==> config.mk <==
export PLATFORM = sky130hd
export DESIGN_NAME = asg_div_cell
export DESIGN_NICKNAME = d
export VERILOG_FILES = /design/src/sv/asg_pkg.sv /design/src/sv/asg_div_cell.sv
export SDC_FILE = /design/constraint.sdc
export NUM_CORES = 1
export LEC_CHECK = 0
export BUFFER_PORTS_ARGS = -buffer_cell sky130_fd_sc_hd__buf_2
export CAP_MARGIN = 20
export CORE_UTILIZATION = 41
export CTS_BUF_LIST = sky130_fd_sc_hd__clkbuf_8
export DETAILED_ROUTE_END_ITERATION = 10
export HOLD_SLACK_MARGIN = 0.05
export PLACE_DENSITY = 0.69
export SLEW_MARGIN = 0
export SYNTH_ARGS = -nofsm -noshare
export SYNTH_HDL_FRONTEND = slang
export SYNTH_SLANG_ARGS = --single-unit
==> constraint.sdc <==
create_clock -name clock -period 6.61 [get_ports clock]
set_input_delay 0.3305 -clock clock [delete_from_list [all_inputs] [get_ports clock]]
set_output_delay 0.3305 -clock clock [all_outputs]
set_load 0.005 [all_outputs]
==> src/sv/asg_pkg.sv <==
// Shared types and constants for the antenna scan angle generator.
// No dependencies.
package asg_pkg;

   // divider chain sizes
   localparam int QUO_BITS = 45;   // quotient bits produced by the cell chain
   localparam int DVD_W    = 61;   // swept distance width
   localparam int DIV_W    = 62;   // divisor width

   localparam logic signed [25:0] DEG360     = 26'sd23592960;
   localparam logic [61:0]        CIRC_MOD   = 62'd1546188226560; // 360 deg in 2^-32 units

   typedef enum logic [2:0] {
      MODE_FIXED = 3'd0,
      MODE_CIRC  = 3'd1,
      MODE_SECT2 = 3'd2,
      MODE_SECT1 = 3'd3,
      MODE_RAST2 = 3'd4,
      MODE_RAST1 = 3'd5
   } mode_type;

   typedef enum logic [2:0] {
      CSR_MODE  = 3'd0,
      CSR_RATE  = 3'd1,
      CSR_START = 3'd2,
      CSR_END   = 3'd3,
      CSR_FLY   = 3'd4,
      CSR_BARS  = 3'd5,
      CSR_BARW  = 3'd6,
      CSR_BASE  = 3'd7
   } csr_index_type;

   // word moving down the divider chain
   typedef struct packed {
      logic              valid;
      logic [DVD_W-1:0]  rem;
      logic [7:0]        qm;    // quotient so far, modulo the bar count
   } div_type;

endpackage

==> src/sv/asg_div_cell.sv <==
// One restoring-division cell: decides one quotient bit and keeps the
// running quotient modulo the bar count. Uses asg_pkg.
module asg_div_cell #(
   parameter int SHIFT = 0
) (
   input  logic                            clock,
   input  logic                            reset,
   input  logic                            enable,
   input  asg_pkg::div_type                cell_in,
   input  logic [asg_pkg::DIV_W-1:0]       divisor,
   input  logic [7:0]                      bars,
   output asg_pkg::div_type                cell_out
);
   logic [asg_pkg::DVD_W-1:0] hi;
   logic                      take;
   logic [8:0]                q9;
   asg_pkg::div_type          cell_ff, cell_in_nx;

   // compare/subtract at this bit position
   always_comb begin
      hi   = cell_in.rem >> SHIFT;
      take = {1'b0, hi} >= divisor;
      q9   = {cell_in.qm, take};
      if (q9 >= {1'b0, bars}) begin
         q9 = q9 - {1'b0, bars};
      end
      cell_in_nx.valid = cell_in.valid;
      cell_in_nx.rem   = take ? cell_in.rem - (divisor[asg_pkg::DVD_W-1:0] << SHIFT)
                              : cell_in.rem;
      cell_in_nx.qm    = q9[7:0];
   end

   always_ff @(posedge clock) begin
      if (reset) begin
         cell_ff.valid <= 1'b0;
      end else if (enable) begin
         cell_ff.valid <= cell_in_nx.valid;
      end
      if (enable) begin
         cell_ff.rem <= cell_in_nx.rem;
         cell_ff.qm  <= cell_in_nx.qm;
      end
   end

   assign cell_out = cell_ff;
endmodule

==> impl_summary.md, run 1 <==
Outcome
The flow ran to the end, and the final reports show no timing, DRC or antenna violations.

Yosys
The synthesized instance count is roughly 820. The number of nets in the synthesized netlist is just over 1000. The mean cell area of the mapped netlist is roughly 8.7 um^2. The flop and latch count out of synthesis is 70.

For this run, the register share of the synthesized area comes to between 20% and 30%. The most instantiated flip-flop cell in the synthesis netlist is sky130_fd_sc_hd__edfxtp_1. After synthesis, the share of flip-flops with an asynchronous set or reset is 0%.

The number of enable flip-flop cells after synthesis is approximately 70. The number of unique standard cell types used by synthesis is between 60 and 70. The cell area that synthesis handed to floorplanning was 0.00711 mm^2. The warning count from the yosys run is 0.

GRT
The initial antenna violation count came to 1. Entering global routing, the biggest net connects 71 pins. The first-pass GRT wire length is between 30000 and 40000 um. The via count of the first global-routing pass came to 6460. The total global-route track usage is a little over a fifth.

Global routing finished with a remaining overflow of 0.

Power
Power spread over the standard cell area amounts to 184 mW/mm^2. The overall power of the completed layout is roughly 1.6 mW. Across the VDD grid, the largest voltage drop is 0.000105 V. The static leakage is 3.93 nW.

Worst setup path
The critical register-to-register path startpoint is cell_out[69]. STA puts the critical path data required time at 6700 ps. The startpoint kind of the worst setup timing path is a primary input. STA classifies the critical path endpoint as a register. The class of the most critical setup path is in2reg.

Of all nets on the critical path, the largest fanout is 14. The worst setup path startpoint is cell_in[25]. Following the worst setup path forward leads to its endpoint at cell_out[4]. Data on the critical path arrives at its endpoint at 4820 ps.

In this run the register-to-register setup slack is 6020 ps. Measured in cells, the most critical reg-to-reg path has a length of 2. In this run the critical register-to-register path is captured at cell_out[69].

Place
The total of buffers placed on input and output ports is around 210. The final weighted congestion in routability-driven placement is between 0.8 and 0.9. The number of cells in the design after placement is about 1200. The estimated wirelength of the detail-placed design is 15100 um. Once placement finished, the instance area stood at 0.00831 mm^2.

Clock tree
The clock tree buffer depth is 2. The total setup buffers inserted after CTS is 0. The number of clock buffers added by TritonCTS is 9. The latest clock arrival within the worst-skew pair is approximately 370 ps. CTS built an H-tree with a depth of 3. The number of clock sinks is 70.

The clock transition time at the flip-flop clock pins of the worst setup and hold paths is approximately 90 ps. Gates resized during post-CTS repair numbered 0. For this design, the CTS-stage hold fixing added 0 buffers. The CTS root buffer is sky130_fd_sc_hd__clkbuf_8. TritonCTS built the clock tree.

Routing
For this run, design rule violations remaining after detail routing come to 0. Using the TritonRoute via totals, the vias-per-cell ratio works out to ~5.3. In this run the remaining antenna-violating nets after routing total 0. The average wire length per cell after detail routing is 15.4 um. For this block, the initial DRC count from the detailed router was 349. The first detailed-routing pass took 5 iterations. Wires add up to about 19000 um. The total number of vias is roughly 6600.

STA
The transition at the pin with the smallest max-transition slack is a little under 1000 ps. The final total negative setup slack is 0 ps. The maximum frequency from static timing analysis is 0.212 GHz. In this run the tightest slew margin relative to its limit is between 30 and 40%.

Setup violations remaining at the end of the flow were counted as 0. The number of pins exceeding their max-slew limit in the final report is 0. The worst path uses a little under three quarters of the clock period. The hold violation count in the final report is 0. Setup repair after global routing left no endpoint under its margin. The clock period could shrink to between 4000 and 5000 ps. Across the routed clock network, the largest skew measured is 0 ps.

Floorplan
The starting density of the core is about 42%. The overall die width is approximately 130 um. For this design the top-level I/O count stands at ~210. The die outline height is 134 um.

The area enclosed by the die boundary is 0.0179 mm^2. In this run the core area contains 47 standard-cell rows. The region available for standard cell placement spans between 0.015 and 0.02 mm^2.

Cells and area
In the final design database the tool counted around 1200 nets. The finished cells cover between 0.008 and 0.009 mm^2. The count of inserted antenna diode cells is 0. The non-filler instance count after layout is around 1200. Counting the fill cells in the layout gives approximately 1700. Relative to the synthesized area, the layout overhead comes to 20.0%. The end-of-flow core utilization is 50.9%. The register with the most flip-flops in the layout has 70 of them. Cells with a size suffix above 1 make up between 20% and 30% of the layout.

Flow run
Across the run, the number of max-cap violations was 0.

Worst hold path
The worst min-delay path category is in2reg.
==> cell families after synthesis <==
group | after synthesis | share of synthesized area, %
AOI/OAI and AO/OA | 242 | 21.3
xor gates and xnor gates | 58 | 7.15
adders and majority gates | 72 | 12.9
buffers and inverters | 121 | 6.81
DFF | 70 | 29.4
muxes | 53 | 8.33
and+or+nand+nor | 201 | 14.1
==> layer usage <==
layer  share of wire (%)  GRT usage [%]  vias to the layer above
met4                 1.2           5.87                        2
met2                  47           37.2                      228
li1                    -              -                     3333
met5               0.074              0                        -
met1                  46           28.0                     2975
met3                 5.8           3.39                       17
==> metrics by stage <==
| step | worst slack [ps] | hold slack, ps |
|---|---|---|
| final | 1880 | 103 |
| after floorplan | 2250 | 403 |
| after global routing | 1350 | 96.9 |
| after detailed placement | 1530 | 492 |
| after global placement | 1640 | 469 |
| after CTS | 1930 | 78.8 |
==> Yosys cell counts (17+ instances only) <==
cell | count | share of area, %
sky130_fd_sc_hd__xor2_1 | 17 | 2.1
sky130_fd_sc_hd__o21bai_1 | 19 | 2.0
sky130_fd_sc_hd__edfxtp_1 | 69 | 29
sky130_fd_sc_hd__buf_2 | 18 | 1.3
sky130_fd_sc_hd__o21ai_0 | 47 | 3.3
sky130_fd_sc_hd__xnor2_1 | 41 | 5.1
sky130_fd_sc_hd__nand4_1 | 22 | 1.9
sky130_fd_sc_hd__nor2_1 | 51 | 2.7
sky130_fd_sc_hd__a21oi_1 | 92 | 6.5
sky130_fd_sc_hd__mux2_2 | 49 | 7.8
sky130_fd_sc_hd__nand2_1 | 56 | 3.0
sky130_fd_sc_hd__inv_1 | 89 | 4.7
sky130_fd_sc_hd__ha_1 | 70 | 12
sky130_fd_sc_hd__a21o_1 | 24 | 2.5
==> final cells by class <==
| cell class | instances | area (um^2) | share of cell area, % |
|---|---|---|---|
| Sequential cell | 70 | 2090 | 24.5 |
| Clock inverter | 7 | 88.8 | 1.04 |
| Timing Repair Buffer | 213 | 1070 | 12.6 |
| Tap cell | 220 | 275 | 3.23 |
| Clock buffer | 9 | 124 | 1.45 |
| Multi-Input combinational cell | 626 | 4540 | 53.2 |
| Inverter | 90 | 338 | 3.96 |
==> worst max-delay path: stages <==
cell	delay (ps)
sky130_fd_sc_hd__buf_2	100
sky130_fd_sc_hd__ha_1	380
sky130_fd_sc_hd__a21oi_1	240
sky130_fd_sc_hd__o211ai_1	130
sky130_fd_sc_hd__a221oi_1	320
sky130_fd_sc_hd__o21ai_1	130
sky130_fd_sc_hd__a31oi_2	400
sky130_fd_sc_hd__o211ai_2	180
sky130_fd_sc_hd__o211ai_1	310
sky130_fd_sc_hd__a21boi_4	90
sky130_fd_sc_hd__inv_2	200
sky130_fd_sc_hd__ha_1	180
sky130_fd_sc_hd__nor2b_1	40
sky130_fd_sc_hd__o21ai_0	190
sky130_fd_sc_hd__a21oi_1	110
sky130_fd_sc_hd__o21ai_0	190
sky130_fd_sc_hd__a21boi_0	140
sky130_fd_sc_hd__o21ai_0	230
sky130_fd_sc_hd__a21boi_0	150
sky130_fd_sc_hd__nor2_1	560
sky130_fd_sc_hd__o21ai_0	200
==> placed cells by master, fill, tap and decap left out, types with 3 or more instances in the layout <==
| cell type | Yosys | layout |
|---|---|---|
| sky130_fd_sc_hd__a2111oi_0 | 3 | 3 |
| sky130_fd_sc_hd__a211oi_1 | 4 | 4 |
| sky130_fd_sc_hd__a21boi_0 | 7 | 7 |
| sky130_fd_sc_hd__a21o_1 | 24 | 24 |
| sky130_fd_sc_hd__a21oi_1 | 92 | 92 |
| sky130_fd_sc_hd__a31oi_1 | 7 | 7 |
| sky130_fd_sc_hd__and2_1 | 4 | 4 |
| sky130_fd_sc_hd__and3_1 | 7 | 7 |
| sky130_fd_sc_hd__buf_2 | 18 | 211 |
| sky130_fd_sc_hd__clkbuf_8 | 0 | 9 |
| sky130_fd_sc_hd__edfxtp_1 | 69 | 69 |
| sky130_fd_sc_hd__ha_1 | 70 | 70 |
| sky130_fd_sc_hd__inv_1 | 89 | 89 |
| sky130_fd_sc_hd__mux2_2 | 49 | 49 |
| sky130_fd_sc_hd__mux2i_1 | 4 | 4 |
| sky130_fd_sc_hd__nand2_1 | 56 | 56 |
| sky130_fd_sc_hd__nand2b_1 | 9 | 9 |
| sky130_fd_sc_hd__nand3_1 | 10 | 10 |
| sky130_fd_sc_hd__nand4_1 | 22 | 22 |
| sky130_fd_sc_hd__nor2_1 | 51 | 51 |
| sky130_fd_sc_hd__nor2b_1 | 7 | 7 |
| sky130_fd_sc_hd__nor3_1 | 9 | 9 |
| sky130_fd_sc_hd__nor4_1 | 4 | 4 |
| sky130_fd_sc_hd__o211ai_1 | 4 | 4 |
| sky130_fd_sc_hd__o21a_1 | 5 | 5 |
| sky130_fd_sc_hd__o21ai_0 | 47 | 47 |
| sky130_fd_sc_hd__o21ai_1 | 6 | 6 |
| sky130_fd_sc_hd__o21bai_1 | 19 | 19 |
| sky130_fd_sc_hd__o31ai_1 | 5 | 5 |
| sky130_fd_sc_hd__or2_2 | 6 | 6 |
| sky130_fd_sc_hd__or3_1 | 6 | 6 |
| sky130_fd_sc_hd__xnor2_1 | 41 | 41 |
| sky130_fd_sc_hd__xor2_1 | 17 | 17 |
==> report_power, final <==
part           switching (mW)  internal (mW)
Clock                   0.188          0.210
Sequential             0.0129          0.553
Combinational           0.332          0.273
==> worst min-delay path by stage <==
| stage | startpoint | end | slack, ps | cells after the start |
|---|---|---|---|---|
| after global routing | reset | cell_out[69] | 100 | 2 |
| after detailed placement | reset | cell_out[69] | 490 | 2 |
| final | reset | cell_out[69] | 100 | 2 |
| after floorplan | reset | cell_out[69] | 400 | 1 |
| after global placement | cell_out[69] | cell_out[69] | 470 | 2 |
| after CTS | reset | cell_out[69] | 80 | 2 |
No activity file was read; power rests on OpenSTA's default activity.
==> run 2: changes to the inputs <==
PLACE_DENSITY = 0.71   (was 0.69)
clock period = 4.01 ns   (was 6.61 ns; I/O delays follow)
==> run 2 against run 1 <==
Effect of this change: clock-buffer cell count unchanged; core utilization increased by 4.9 points; power increased by 65%; clock skew unchanged; wire length increased by 5.8%; sequential power increased by 65%; clock power increased by 28%; first-iteration DRC count decreased by 7.2%.
==> impl_summary.md, run 2 (synthesized netlist as in run 1, its figures left out) <==
Power
The sequential share of power was 36.0% (about the same). The power per unit of standard cell area is 277 mW/mm^2 (+51%). The internal power consumption is 1.69 mW (+63%). The clock share of power is 19.6% (-5.8 points). The static leakage is 4.45 nW (+13%). The combinational share of power was 44.4% (+5.9 points). The worst IR drop on VDD is 0.000162 V (+55%). The power spent charging and discharging nets is 0.906 mW (+70%).

The switching part of the total power is 35.0% (+1.0 points).

Floorplan
The count of standard-cell rows was 47 (unchanged). The overall die width is 134 um (unchanged). The area inside the core boundary is 0.0168 mm^2 (unchanged). The number of top-level design ports is 213 (unchanged). The die outline height is 134 um (unchanged).

The area enclosed by the die boundary came to 0.0179 mm^2 (unchanged). The starting density of the core was 42.4% (unchanged).

Cells and area
Relative to the synthesized area, the layout overhead comes to 31.4%. The area of combinational cells with multiple inputs came to 0.00459 mm^2 (+1.2%). The count of inserted antenna diode cells was 0 (unchanged).

The proportion of layout cells with a drive suffix above 1 is 36.5% (+7.3 points). The flip-flop count of the largest register, all copies and words added came to 70 (unchanged). The final layout net count is 1333 (+8.8%). The area of all sequential standard cells is 0.00209 mm^2 (unchanged). The number of fillers in the final layout is 1560 (-5.7%). The library cell used most frequently in the layout, excluding fill and tap cells, is sky130_fd_sc_hd__buf_2. In the layout the commonest cells are sky130_fd_sc_hd__buf_2, sky130_fd_sc_hd__buf_4, sky130_fd_sc_hd__inv_1, sky130_fd_sc_hd__a21oi_1.

Worst setup path
The endpoint identified for the worst register-to-register timing path is cell_out[69]. The length in cells of the worst reg-to-reg path came to 3 (+1). The worst setup path is launched from a primary input. The worst-path maximum fanout is 8 (-6).

The worst setup path startpoint is cell_in[8]. The cell type of the slowest stage on the worst timing path is sky130_fd_sc_hd__fa_2. The critical path data arrival time was 3890 ps (-930 ps). The peak per-stage delay on the critical path came to 340 ps (-220 ps). By startpoint and endpoint, the worst setup path is classified as in2reg. The setup slack of the most critical reg-to-reg path was 2850 ps (-3170 ps). The worst register-to-register path begins at cell_out[69]. The required time of the worst setup path is 4120 ps (-2580 ps).

The worst setup path is captured at a register.

Flow run
The number of maximum-capacitance constraint violations was 0 (unchanged).

Clock tree
The maximum level of the CTS H-tree is 3 (unchanged). The latest clock arrival within the worst-skew pair is 360 ps (about the same). The total CTS buffers is 9 (unchanged). The number of clock sinks is 70 (unchanged).

The clock tree buffer depth is 2 (unchanged). The clock transition time at the flip-flop clock pins of the worst setup and hold paths is 80 ps (about the same). In this run the clock root is driven by a sky130_fd_sc_hd__clkbuf_8. TritonCTS built the clock tree.

STA
The post-route worst setup slack was 231 ps (-1650 ps). The final setup violation count is 0 (unchanged). The final clock skew is 0 ps (unchanged). For this run, the top clock speed supported by timing is around 0.26 GHz.

The worst slack on hold paths is 120 ps (+17.6 ps). The transition at the pin with the smallest max-transition slack was 920 ps (-41.1 ps). The number of pins exceeding their max-slew limit in the final report was 0 (unchanged). The share of the cycle needed by the critical path after routing is 94.2%. The minimum clock period after layout is around 3800 ps. The worst max-slew margin expressed relative to the limit is 38.7% (+2.7 points). Setup repair after global routing left no endpoint under its margin. The hold violation count in the final report came to 0 (unchanged).

Worst hold path
The worst min-delay path category is in2reg. The start point of the worst min-delay path is cell_in[5]. The number of stages on the worst hold path is 3 (+1). The hold path endpoint is cell_out[6].

Place
The total of buffers placed on input and output ports was 212 (unchanged). The post-place setup slack is -283 ps (-1810 ps). The estimated wirelength of the detail-placed design is 16300 um (+8.0%). The final weighted congestion in routability-driven placement is 0.887 (+2.8%).

GRT
The first-pass GRT wire length is 32500 um (+5.4%). The overflow left after global routing came to 0 (unchanged). The total global-route track usage is 22.9% (+1.3 points). The largest net degree at the start of global routing is 71 (unchanged). The initial antenna violation count is 0 (-1). The via count of the first global-routing pass was 6978 (+8.0%).

Routing
The number of search-and-repair iterations in the first detailed-routing pass was 7 (+2). The number of antenna-violating nets in the routed design is 0 (unchanged). The sum of routed wire length over all layers is 20100 um (+5.8%).

The post-detailed-route DRC marker count is 0 (unchanged). The count of routing violations after the opening detailed-route iteration is 324 (-7.2%). The total number of vias is 7019 (+7.1%). The post-detailed-route via-to-cell ratio is 5.23 (-1.5%). The average wire length per cell after detail routing is 14.9 um (-2.7%).

Outcome
The run finished with clean final reports.
run 2: critical path: cells and delay by family:
kind | cells | cell delay (ps)
adder cells (fa/ha/maj) | 3 | 710
AO/OA/AOI/OAI | 13 | 2130
AND/OR/NAND/NOR | 5 | 470
buffers and inverters | 4 | 360
run 2: worst max-delay path by stage:
stage,slack [ps],to
final,230,cell_out[2]
after global routing,20,cell_out[6]
after global placement,-120,cell_out[0]
after CTS,100,cell_out[2]
after floorplan,0.7,cell_out[2]
after detailed placement,-280,cell_out[2]
run 2: repair_timing:
action / in CTS / in global routing
buffers inserted: 0 / 1
hold buffers: 2 / 0
setup endpoints to repair: 0 / 8
gates resized for setup: 0 / 13
endpoints found under the hold margin: 1 / 0
run 2: power by group through the flow:
stage                     Clock [mW]  Sequential, mW  Combinational [mW]
after floorplan                    0           0.963               0.656
after global placement             0           0.950                1.12
after detailed placement           0           0.949                1.13
after CTS                      0.527           0.934                1.14
after global routing           0.551           0.942                1.27
final                          0.508           0.934                1.15
run 2: metal layers:
layer / vias to the layer above / wire, um / share of wire [%] / track usage, %
li1: 3551 / - / - / -
met1: 3209 / 8830 / 44 / 28.3
met2: 225 / 9870 / 49 / 40.5
met3: 34 / 981 / 4.9 / 3.61
met4: 0 / 385 / 1.9 / 7.39
met5: - / 0 / 0 / 0
run 2: per-stage QoR:
step                      utilization, %  setup TNS, ps  cells  power, mW  instance area [um^2]
after global routing                55.7              0   1343       2.76                  9340
after global placement              54.4           -786   1324       2.07                  9110
after detailed placement            54.4          -1880   1324       2.08                  9110
after floorplan                        -              0    817       1.62                  7120
after CTS                           55.4              0   1342       2.60                  9290
final                               55.7              0   1343       2.59                  9340
run 2: area by class of cell:
type	count	area share, %
clock buffers	9	1.33
clock inverters	7	0.362
inverters	90	3.62
multi-input cells	626	49.1
flip-flops and latches	70	22.4
well taps	220	2.95
repair buffers	321	20.2
==> run 3: changes to the inputs <==
PLACE_DENSITY = 0.69   (was 0.71)
clock period = 4.7 ns   (was 4.01 ns; I/O delays follow)
==> run 3 against run 2 <==
Effect of this change: die area stayed put; design area shrank 6.9%; global-route usage fell by 1.2 points; register-to-register slack improved by 1300 ps; critical endpoint is now cell_out[0].
==> impl_summary.md, run 3 (synthesized netlist as in run 1, its figures left out) <==
Worst setup path
The required time of the worst setup path is 4790 ps (+670 ps). By instance count, the cell type seen most on the critical path is sky130_fd_sc_hd__o21ai_0. The critical path data arrival time is 4390 ps (+500 ps). The peak per-stage delay on the critical path is 390 ps (+50 ps). The cell type of the slowest stage on the worst timing path is sky130_fd_sc_hd__fa_1.

The worst-path maximum fanout was 14 (+6). The critical path goes through buf_2 > inv_1 > ha_1 > fa_1 > nand2b_1 > a21oi_1 > nor3_1 > o31ai_4 > a31oi_2 > o211ai_2 > o211ai_1 > a21boi_4 > inv_2 > ha_1 > nor2b_1 > o21ai_0 > a21oi_1 > o21ai_0 > a21boi_0 > o21ai_0 > a21boi_0 > nor2_2 > nand2_1 > o21ai_0. The setup slack of the most critical reg-to-reg path is 4110 ps (+1260 ps). Grouping stages by cell kind, the critical path spends the most delay in compound AO/OA/AOI/OAI gates. The buffering stage count on the worst path with inverters included was 3 (-1). STA classifies the critical path startpoint as a primary input. The worst setup path is captured at a register. The critical path is of the in2reg type.

Clock tree
The latest clock arrival within the worst-skew pair is 360 ps (about the same). The number of clock sinks is 70 (unchanged). The clock tree buffer depth came to 2 (unchanged). The total CTS buffers is 9 (unchanged).

The CTS root buffer is sky130_fd_sc_hd__clkbuf_8. The TritonCTS clock tree is built. The clock transition time at the flip-flop clock pins of the worst setup and hold paths was 80 ps (about the same). The total setup buffers inserted after CTS is 0 (unchanged). The maximum level of the CTS H-tree is 3 (unchanged).

Floorplan
The overall die width is 134 um (unchanged). The area enclosed by the die boundary was 0.0179 mm^2 (unchanged). The area inside the core boundary is 0.0168 mm^2 (unchanged). The number of top-level design ports is 213 (unchanged). The starting density of the core is 42.4% (unchanged). The count of standard-cell rows came to 47 (unchanged). The die outline height is 134 um (unchanged).

Cells and area
The post-route cell area is 0.00870 mm^2 (-6.9%). Leaving out fill and tap cells, the most frequent cells in the layout are sky130_fd_sc_hd__buf_2, sky130_fd_sc_hd__a21oi_1, sky130_fd_sc_hd__inv_1. The proportion of layout cells with a drive suffix above 1 is 30.7% (-5.8 points). The number of fillers in the final layout is 1631 (+4.6%). The flip-flop count of the largest register, all copies and words added came to 70 (unchanged). The growth of design area from synthesis to finish is 22.4%. The final layout net count came to 1251 (-6.2%). The end-of-flow core utilization was 51.9% (-3.8 points). The area of all sequential standard cells is 0.00209 mm^2 (unchanged).

The library cell used most frequently in the layout, excluding fill and tap cells, is sky130_fd_sc_hd__buf_2. The non-filler instance count after layout came to 1262 (-6.0%). The area of combinational cells with multiple inputs was 0.00454 mm^2 (-1.1%).

GRT
The via count of the first global-routing pass is 6441 (-7.7%). The overflow left after global routing is 0 (unchanged). The first-pass GRT wire length came to 30800 um (-5.2%). The largest net degree at the start of global routing came to 71 (unchanged). The initial antenna violation count came to 1 (+1).

The total global-route track usage is 21.7% (-1.2 points).

STA
The number of pins exceeding their max-slew limit in the final report was 0 (unchanged). Setup repair after global routing left no endpoint under its margin. The final total negative setup slack is 0 ps (unchanged). The post-route worst setup slack is 403 ps (+172 ps). The transition at the pin with the smallest max-transition slack came to 981 ps (+60.8 ps). The share of the cycle needed by the critical path after routing is about nine tenths. The minimum clock period after layout is approximately 4300 ps. Static timing analysis puts the maximum clock frequency at ~0.23 GHz. The worst max-slew margin expressed relative to the limit is 34.6% (-4.1 points).

The final setup violation count is 0 (unchanged). The worst slack on hold paths is 106 ps (-14.5 ps). The final clock skew is 0 ps (unchanged). The hold violation count in the final report is 0 (unchanged).

Routing
The number of antenna-violating nets in the routed design came to 0 (unchanged). The number of search-and-repair iterations in the first detailed-routing pass is 5 (-2). The post-detailed-route via-to-cell ratio is 5.31 (+1.7%). The sum of routed wire length over all layers was 19300 um (-3.8%). The count of routing violations after the opening detailed-route iteration is 362 (+12%). The average wire length per cell after detail routing is 15.3 um (+2.4%). The post-detailed-route DRC marker count was 0 (unchanged).

The total number of vias came to 6707 (-4.4%).

Place
The number of cells in the design after placement was 1244 (-6.0%). The final weighted congestion in routability-driven placement came to 0.856 (-3.5%). The area of placed instances is 0.00850 mm^2 (-6.7%). The estimated wirelength of the detail-placed design came to 15300 um (-5.9%). The post-place setup slack was -89.7 ps (+193 ps).

The total of buffers placed on input and output ports is 212 (unchanged).

Power
The static leakage was 4.05 nW (-9.0%). The overall power of the completed layout was 2.18 mW (-16%). The power per unit of standard cell area was 250 mW/mm^2 (-9.8%). The worst IR drop on VDD was 0.000115 V (-29%).

Outcome
The run finished with clean final reports.

Flow run
The number of maximum-capacitance constraint violations is 0 (unchanged).

Worst hold path
The worst min-delay path category is in2reg.
[run 3: report_power, final]
part           switching (mW)  internal, mW
Combinational           0.474         0.405
Sequential             0.0187         0.779
Clock                   0.263         0.238
[run 3: repair_timing]
item	CTS	global route
setup endpoints to repair	0	7
gates resized for setup	0	1
hold buffers	1	0
endpoints found under the hold margin	1	0
[run 3: area by class of cell]
| type | count | share of cell area (%) |
|---|---|---|
| Antenna cell | 1 | 0.0288 |
| Clock buffer | 9 | 1.42 |
| Clock inverter | 7 | 0.647 |
| Inverter | 90 | 3.88 |
| Multi-Input combinational cell | 626 | 52.2 |
| Sequential cell | 70 | 24.1 |
| Tap cell | 220 | 3.17 |
| Timing Repair Buffer | 239 | 14.6 |
[run 3: final timing paths]
path         cells past startpoint      endpoint    startpoint
max                             24   cell_out[0]    cell_in[8]
min                              3  cell_out[69]   cell_in[69]
max reg2reg                      2  cell_out[69]  cell_out[69]
min reg2reg                      2  cell_out[69]  cell_out[69]
[run 3: metal layers]
metal	track usage [%]	share of wire, %	vias up
met5	0	0	-
met4	8.08	2.4	0
met3	3.31	5.8	27
met2	35.9	46	243
met1	28.5	46	3043
li1	-	-	3394
[run 3: tightest hold or removal path: stages]
cell                      delay (ps)
sky130_fd_sc_hd__buf_2            70
sky130_fd_sc_hd__mux2i_1          60
sky130_fd_sc_hd__nor2_1           70
